<file path="src/hw/rtl/clt_pkg.sv">
// ----------------------------------------------------------------------------
// Config line tokenizer package
// Shared types, character codes and character class helpers.
// ----------------------------------------------------------------------------
package clt_pkg;

  typedef enum logic [1:0] {
    MODE_IDLE    = 2'd0,
    MODE_WORD    = 2'd1,
    MODE_STRING  = 2'd2,
    MODE_COMMENT = 2'd3
  } mode_t;

  typedef enum logic [1:0] {
    ROLE_DROP  = 2'd0,
    ROLE_FIRST = 2'd1,
    ROLE_CONT  = 2'd2
  } role_t;

  typedef enum logic [1:0] {
    KIND_WORD    = 2'd0,
    KIND_STRING  = 2'd1,
    KIND_PUNCT   = 2'd2,
    KIND_COMMENT = 2'd3
  } kind_t;

  typedef struct packed {
    mode_t mode;
    logic  esc;
  } scan_state_t;

  typedef struct packed {
    role_t role;
    kind_t kind;
  } label_t;

  localparam logic [7:0] CHAR_SPACE     = 8'h20;
  localparam logic [7:0] CHAR_TAB       = 8'h09;
  localparam logic [7:0] CHAR_QUOTE     = 8'h22;
  localparam logic [7:0] CHAR_HASH      = 8'h23;
  localparam logic [7:0] CHAR_BACKSLASH = 8'h5c;
  localparam logic [7:0] CHAR_EQUAL     = 8'h3d;
  localparam logic [7:0] CHAR_COLON     = 8'h3a;
  localparam logic [7:0] CHAR_COMMA     = 8'h2c;
  localparam logic [7:0] CHAR_MINUS     = 8'h2d;
  localparam logic [7:0] CHAR_LBRACKET  = 8'h5b;
  localparam logic [7:0] CHAR_RBRACKET  = 8'h5d;
  localparam logic [7:0] CHAR_LBRACE    = 8'h7b;
  localparam logic [7:0] CHAR_RBRACE    = 8'h7d;

  localparam scan_state_t SCAN_RESET = '{mode: MODE_IDLE, esc: 1'b0};

  function automatic logic is_blank(input logic [7:0] c);
    return (c == CHAR_SPACE) || (c == CHAR_TAB);
  endfunction

  function automatic logic is_punct(input logic [7:0] c);
    return (c == CHAR_EQUAL) || (c == CHAR_COLON) || (c == CHAR_COMMA) ||
           (c == CHAR_MINUS) || (c == CHAR_LBRACKET) || (c == CHAR_RBRACKET) ||
           (c == CHAR_LBRACE) || (c == CHAR_RBRACE);
  endfunction

endpackage

</file>
<file path="src/hw/rtl/clt_in_if.sv">
// ----------------------------------------------------------------------------
// Config line tokenizer input channel
// Valid/ready channel that carries one character of a line per word.
// ----------------------------------------------------------------------------
interface clt_in_if;
  logic       valid;
  logic       ready;
  logic [7:0] byte_in;
  logic       line_end;

  modport source (output valid, output byte_in, output line_end, input ready);
  modport sink   (input valid, input byte_in, input line_end, output ready);
endinterface

</file>
<file path="src/hw/rtl/clt_out_if.sv">
// ----------------------------------------------------------------------------
// Config line tokenizer output channel
// Valid/ready channel that carries one labeled character per word.
// ----------------------------------------------------------------------------
interface clt_out_if;
  logic       valid;
  logic       ready;
  logic [7:0] byte_out;
  logic [1:0] role;
  logic [1:0] kind;
  logic       last_of_line;

  modport source (output valid, output byte_out, output role, output kind,
                  output last_of_line, input ready);
  modport sink   (input valid, input byte_out, input role, input kind,
                  input last_of_line, output ready);
endinterface

</file>
<file path="src/hw/rtl/clt_classify.sv">
// ----------------------------------------------------------------------------
// Config line tokenizer character classifier
// Labels one character from the scan state and computes the next state.
// ----------------------------------------------------------------------------
module clt_classify (
  input  logic                 [7:0] byte_in,
  input  logic                       line_end,
  input  clt_pkg::scan_state_t       state,
  output clt_pkg::label_t            label,
  output clt_pkg::scan_state_t       state_next
);

  logic             blank;
  logic             punct;
  clt_pkg::label_t  start_label;
  clt_pkg::mode_t   start_mode;

  assign blank = clt_pkg::is_blank(byte_in);
  assign punct = clt_pkg::is_punct(byte_in);

  always_comb begin
    start_label = '{role: clt_pkg::ROLE_FIRST, kind: clt_pkg::KIND_WORD};
    start_mode  = clt_pkg::MODE_WORD;
    if (blank) begin
      start_label = '{role: clt_pkg::ROLE_DROP, kind: clt_pkg::KIND_WORD};
      start_mode  = clt_pkg::MODE_IDLE;
    end else if (byte_in == clt_pkg::CHAR_QUOTE) begin
      start_label.kind = clt_pkg::KIND_STRING;
      start_mode       = clt_pkg::MODE_STRING;
    end else if (punct) begin
      start_label.kind = clt_pkg::KIND_PUNCT;
      start_mode       = clt_pkg::MODE_IDLE;
    end else if (byte_in == clt_pkg::CHAR_HASH) begin
      start_label.kind = clt_pkg::KIND_COMMENT;
      start_mode       = clt_pkg::MODE_COMMENT;
    end
  end

  always_comb begin
    label           = start_label;
    state_next.mode = state.mode;
    unique case (state.mode)
      clt_pkg::MODE_WORD: begin
        if (!state.esc && (blank || punct)) begin
          label           = start_label;
          state_next.mode = start_mode;
        end else begin
          label = '{role: clt_pkg::ROLE_CONT, kind: clt_pkg::KIND_WORD};
        end
      end
      clt_pkg::MODE_STRING: begin
        label = '{role: clt_pkg::ROLE_CONT, kind: clt_pkg::KIND_STRING};
        if (byte_in == clt_pkg::CHAR_QUOTE && !state.esc) begin
          state_next.mode = clt_pkg::MODE_IDLE;
        end
      end
      clt_pkg::MODE_COMMENT: begin
        label = '{role: clt_pkg::ROLE_CONT, kind: clt_pkg::KIND_COMMENT};
      end
      clt_pkg::MODE_IDLE: begin
        label           = start_label;
        state_next.mode = start_mode;
      end
      default: begin
        label           = start_label;
        state_next.mode = start_mode;
      end
    endcase
    state_next.esc = (byte_in == clt_pkg::CHAR_BACKSLASH);
    if (line_end) begin
      state_next = clt_pkg::SCAN_RESET;
    end
  end

endmodule

</file>
<file path="src/hw/rtl/config_line_tokenizer.sv">
// ----------------------------------------------------------------------------
// Config line tokenizer
// Labels each character of a config line as blank, token start or token
// continuation, together with the kind of its token.
// ----------------------------------------------------------------------------
// A word accepted on the input is held in the input register, then moved to the result register that drives the output.
// Throughput: one word per cycle while the output is not stalled; the scan mode and
// escape flag register is updated once per word as it moves from the input to the result register.
// Reset: synchronous rst empties both registers and returns the scan state
// to idle with no pending escape.
module config_line_tokenizer (
  input  logic      clk,
  input  logic      rst,
  clt_in_if.sink    char_in,
  clt_out_if.source tok_out
);

  logic                 valid_q;
  logic           [7:0] byte_q;
  logic                 end_q;
  logic                 advance;
  clt_pkg::scan_state_t state;
  clt_pkg::scan_state_t state_next;
  clt_pkg::label_t      label;

  assign advance       = valid_q && (!tok_out.valid || tok_out.ready);
  assign char_in.ready = !valid_q || advance;

  clt_classify u_classify (
    .byte_in    (byte_q),
    .line_end   (end_q),
    .state      (state),
    .label      (label),
    .state_next (state_next)
  );

  always_ff @(posedge clk) begin
    if (rst) begin
      valid_q       <= 1'b0;
      tok_out.valid <= 1'b0;
      state         <= clt_pkg::SCAN_RESET;
    end else begin
      if (char_in.ready) begin
        valid_q <= char_in.valid;
      end
      if (advance) begin
        tok_out.valid <= 1'b1;
        state         <= state_next;
      end else if (tok_out.ready) begin
        tok_out.valid <= 1'b0;
      end
    end
  end

  always_ff @(posedge clk) begin
    if (char_in.valid && char_in.ready) begin
      byte_q <= char_in.byte_in;
      end_q  <= char_in.line_end;
    end
    if (advance) begin
      tok_out.byte_out     <= byte_q;
      tok_out.role         <= 2'(label.role);
      tok_out.kind         <= 2'(label.kind);
      tok_out.last_of_line <= end_q;
    end
  end

`ifndef SYNTHESIS
  a_drop_is_word: assert property (@(posedge clk) disable iff (rst)
    tok_out.valid && tok_out.role == 2'(clt_pkg::ROLE_DROP)
      |-> tok_out.kind == 2'(clt_pkg::KIND_WORD))
    else $error("dropped blank carries a kind other than word");

  a_punct_is_first: assert property (@(posedge clk) disable iff (rst)
    tok_out.valid && tok_out.kind == 2'(clt_pkg::KIND_PUNCT)
      |-> tok_out.role == 2'(clt_pkg::ROLE_FIRST))
    else $error("punctuation token is not a first character");

  a_line_end_idle: assert property (@(posedge clk) disable iff (rst)
    advance && end_q |=> state == clt_pkg::SCAN_RESET)
    else $error("scan state not idle after line end");

  a_state_holds: assert property (@(posedge clk) disable iff (rst)
    !advance |=> $stable(state))
    else $error("scan state changed without a word moving");

  a_advance_loads: assert property (@(posedge clk) disable iff (rst)
    advance |=> tok_out.valid)
    else $error("result register not loaded after advance");
`endif

endmodule

</file>
<file path="src/flat_wrapper.sv">
// flat-port wrapper written by rule: the top's interface ports become plain ports
module config_line_tokenizer_flat 
  (clk, rst, char_in_valid, char_in_byte_in, char_in_line_end, char_in_ready, tok_out_valid, tok_out_byte_out, tok_out_role, tok_out_kind, tok_out_last_of_line, tok_out_ready);
  clt_in_if char_in_i ();
  clt_out_if tok_out_i ();
  input  logic clk;
  input  logic rst;
  input wire logic [$bits(char_in_i.valid)-1:0] char_in_valid;
  input wire logic [$bits(char_in_i.byte_in)-1:0] char_in_byte_in;
  input wire logic [$bits(char_in_i.line_end)-1:0] char_in_line_end;
  output wire logic [$bits(char_in_i.ready)-1:0] char_in_ready;
  output wire logic [$bits(tok_out_i.valid)-1:0] tok_out_valid;
  output wire logic [$bits(tok_out_i.byte_out)-1:0] tok_out_byte_out;
  output wire logic [$bits(tok_out_i.role)-1:0] tok_out_role;
  output wire logic [$bits(tok_out_i.kind)-1:0] tok_out_kind;
  output wire logic [$bits(tok_out_i.last_of_line)-1:0] tok_out_last_of_line;
  input wire logic [$bits(tok_out_i.ready)-1:0] tok_out_ready;
  assign char_in_i.valid = char_in_valid;
  assign char_in_i.byte_in = char_in_byte_in;
  assign char_in_i.line_end = char_in_line_end;
  assign char_in_ready = char_in_i.ready;
  assign tok_out_valid = tok_out_i.valid;
  assign tok_out_byte_out = tok_out_i.byte_out;
  assign tok_out_role = tok_out_i.role;
  assign tok_out_kind = tok_out_i.kind;
  assign tok_out_last_of_line = tok_out_i.last_of_line;
  assign tok_out_i.ready = tok_out_ready;
  config_line_tokenizer u_core (.clk(clk), .rst(rst), .char_in(char_in_i), .tok_out(tok_out_i));
endmodule
</file>
<file path="config.mk">
export PLATFORM = sky130hd
export DESIGN_NAME = config_line_tokenizer_flat
export DESIGN_NICKNAME = d
export VERILOG_FILES = /design/src/hw/rtl/clt_pkg.sv /design/src/hw/rtl/clt_in_if.sv /design/src/hw/rtl/clt_out_if.sv /design/src/hw/rtl/clt_classify.sv /design/src/hw/rtl/config_line_tokenizer.sv /design/src/flat_wrapper.sv
export SDC_FILE = /design/constraint.sdc
export NUM_CORES = 1
export LEC_CHECK = 0
export BUFFER_PORTS_ARGS = -buffer_cell sky130_fd_sc_hd__clkbuf_2
export CAP_MARGIN = 0
export CORE_MARGIN = 3
export CORE_UTILIZATION = 51
export DETAILED_ROUTE_END_ITERATION = 12
export GPL_TIMING_DRIVEN = 1
export PLACE_DENSITY = 0.76
export SYNTH_ARGS = -nofsm -noshare
export SYNTH_HDL_FRONTEND = slang
export SYNTH_SLANG_ARGS = --single-unit
export TNS_END_PERCENT = 20
</file>
<file path="constraint.sdc">
create_clock -name clk -period 2.3 [get_ports clk]
set_clock_uncertainty 0.05 [all_clocks]
set_input_delay 0.345 -clock clk [delete_from_list [all_inputs] [get_ports clk]]
set_output_delay 0.345 -clock clk [all_outputs]
set_load 0.05 [all_outputs]
</file>
==> metrics.md <==
| Metric | Value |
|---|---|
| Post-synthesis cell type count | `36` |
| Syn Nets | `just over 100` |
| Arrival time worst endpoint | `roughly 2.2 ns` |
| Min Clock Period, post-route | `roughly 2 ns` |
| 1st-pass router iterations | `4` |
| Slowest CP cell | `edfxtp_1` |
| Port bufs | `27` |
| Area post-placement | `1360 µm²` |
| Clock root buffer | `clkbuf_4` |
| Period Utilization, post-route | `0.881` |
| Min-delay src | `char_in_byte_in[0]` |
| Pin count of the biggest net entering global routing | `17` |
| PD cells | `~650 nW/µm²` |
| Initial core utilization | `0.571` |
| Maximum root-to-sink buffer count | `2` |
| Die X | `between 50 and 60 µm` |
| RSZ-0062 raised after global routing | `false` |
| Max-Cap Viols | `0` |
| Crit start category | `flop` |
| CTS clk-pin slew, worst paths | `0.15 ns` |
| Vias | `about 840` |
| Area grow syn2layout | `17.1%` |
| Routed WL | `~2.1 mm` |
| Register area share after synthesis | `0.640` |
| Cell area after synthesis | `around 1200 µm²` |
| DRC | `0` |
| Total gr overflow | `0` |
| Main synth FF type | `edfxtp_1` |
| Initial antenna violation count | `0` |
| Synth Instances | `90` |
| GPL Wtd Cong | `between 0.8 and 0.9` |
| DRT iter0 DRCs | `25` |
| Area of the die | `2950 µm²` |
| Most frequent cells in the layout | `27 x clkbuf_2, 22 x edfxtp_1, 7 x nor2_1, 6 x nor2b_1` |
| Avg WL per Cell | `roughly 14 µm` |
| Clock sink count | `27` |
| CP peak stage delay | `around 0.54 ns` |
| R2R Path Start | `u_core.byte_q[2]` |
| Synth Area per Inst | `about 13 µm²` |
| # Post-CTS Setup Buffers | `0` |
| First-pass GRT wire length | `between 3 and 4 mm` |
| Fraction of layout instances using a drive strength above 1 | `0.322` |
| EDFF count, synth | `22` |
| Util after Layout | `0.668` |
| Leakage power | `around 0.54 nW` |
| CTS tree | `yes` |
| Final nets | `around 140` |
| Fmax | `494 MHz` |
| RR Endpoint | `u_core.state[2]` |
| Asr flop ratio synth | `0` |
| Setup TNS | `0 ns` |
| HPWL after DPL | `1.52 mm` |
| Hold_ws | `between 0.1 and 0.15 ns` |
| H-tree depth | `1` |
| Vias in the first global route | `~770` |
| Status | `finished, final reports clean` |
| #FFs+latches synth | `27` |
| Worst Path Max Fanout | `7` |
| Antenna viol nets, final | `0` |
| Die H | `around 54 µm` |
| CTS Buf Count | `3` |
| # IOs | `28` |
| Yosys warns | `0` |
| R2R depth | `5` |
| Core Footprint | `2080 µm²` |
| Setup Viol. Count Final | `0` |
| Worst-Skew Late Latency | `roughly 0.33 ns` |
| CP Capture Type | `flop` |
| Endpoint, Worst Hold | `u_core.byte_q[0]` |
| # rows | `16` |
| FF-to-FF setup slack | `0.27 ns` |
| Depth of the worst hold-timing path | `1` |
| Commonest non-fill, non-tap cell in the layout | `clkbuf_2` |
| Critical-path cell list | `nor4_4 > nand3_1 > o32ai_2 > mux2_1 > o21a_1` |
| Hold Fails Final Rpt | `0` |
| Routed vias/inst | `approximately 5.7` |
| Final instance area | `between 1000 and 1500 µm²` |
| Worst slew pin tran | `about 0.35 ns` |
| Kind of critical path | `reg2reg` |
| Post-CTS sizing | `0` |
| CP required | `2.49 ns` |
| Max-slew violations | `0` |
| Maximum vdd drop | `a little over 0.0005 V` |
| Inserted Diodes | `0` |
| HP Class | `in2reg` |
| Hold_buf cts | `0` |
| Worst slew margin | `0.758` |
| Tot GR Track Use | `0.164` |
[Yosys cell counts (2+ instances only)]
cell type,number,area share
a21oi_1,5,0.021
dfxtp_1,5,0.084
edfxtp_1,22,0.56
inv_1,4,0.013
nand2_1,5,0.016
nand2b_1,3,0.016
nand3_1,3,0.013
nand3b_1,2,0.013
nor2_1,7,0.022
nor2b_1,6,0.032
o21a_1,2,0.013
o21bai_1,2,0.013
[layout make-up]
type | count | area (µm²)
Sequential cell | 27 | 761
Clock inverter | 1 | 7.51
Multi-Input combinational cell | 58 | 409
Timing Repair Buffer | 28 | 143
Inverter | 4 | 15.0
Tap cell | 27 | 33.8
Clock buffer | 3 | 22.5
Fill cell | 162 | 691
[layer usage]
layer	up-vias	share of wire	GRT usage
li1	409	-	-
met1	389	0.43	0.213
met2	37	0.50	0.271
met3	2	0.067	0.0272
met4	0	0.0063	0.0705
met5	-	0	0
[logic make-up after synthesis]
group / count (synthesis) / synth area share
buffers and inverters: 5 / 0.0158
muxes: 1 / 0.00947
and+or+nand+nor: 36 / 0.185
AOI/OAI and AO/OA: 21 / 0.149
DFF: 27 / 0.640
[critical path, delay by kind of cell, from the launching register on]
kind / cells / cell delay, ns
AOI/OAI and AO/OA: 2 / 0.42
DFF: 1 / 0.54
muxes: 1 / 0.37
and+or+nand+nor: 2 / 0.56
[registers in the layout, indices dropped and copies added, names as in the netlist]
name and count:
u_core.byte_q 8, u_core.tok_out.last_of_line 1, u_core.tok_out.role 2, u_core.tok_out.byte_out 8
u_core.tok_out.valid 1, u_core.tok_out.kind 2, u_core.end_q 1, u_core.state 3
u_core.valid_q 1
[through the flow]
step,total power (W),instances,setup WS [ns]
after CTS,0.000913,148,0.246
after detailed placement,0.000713,144,0.298
after floorplan,0.000675,90,0.379
final,0.000909,148,0.275
after global routing,0.000945,148,0.138
after global placement,0.000709,144,0.359
[report_power, final]
part	switching (W)	total, W	internal (W)
sequential	0.0000271	0.000585	0.000558
clock	0.000141	0.000207	0.0000665
combinational	0.0000795	0.000117	0.0000370
[worst max-delay path by stage]
stage	start	end	slack [ns]	cells past startpoint
2_1_floorplan	u_core.tok_out.valid	u_core.byte_q[0]	0.38	3
3_3_place_gp	u_core.byte_q[2]	u_core.state[2]	0.36	5
3_5_place_dp	u_core.byte_q[2]	u_core.state[2]	0.30	5
4_1_cts	u_core.byte_q[2]	u_core.state[2]	0.25	5
5_1_grt	u_core.byte_q[2]	u_core.state[2]	0.14	5
6_report	u_core.byte_q[2]	u_core.state[2]	0.27	5
(Power assumes the default switching activity.)
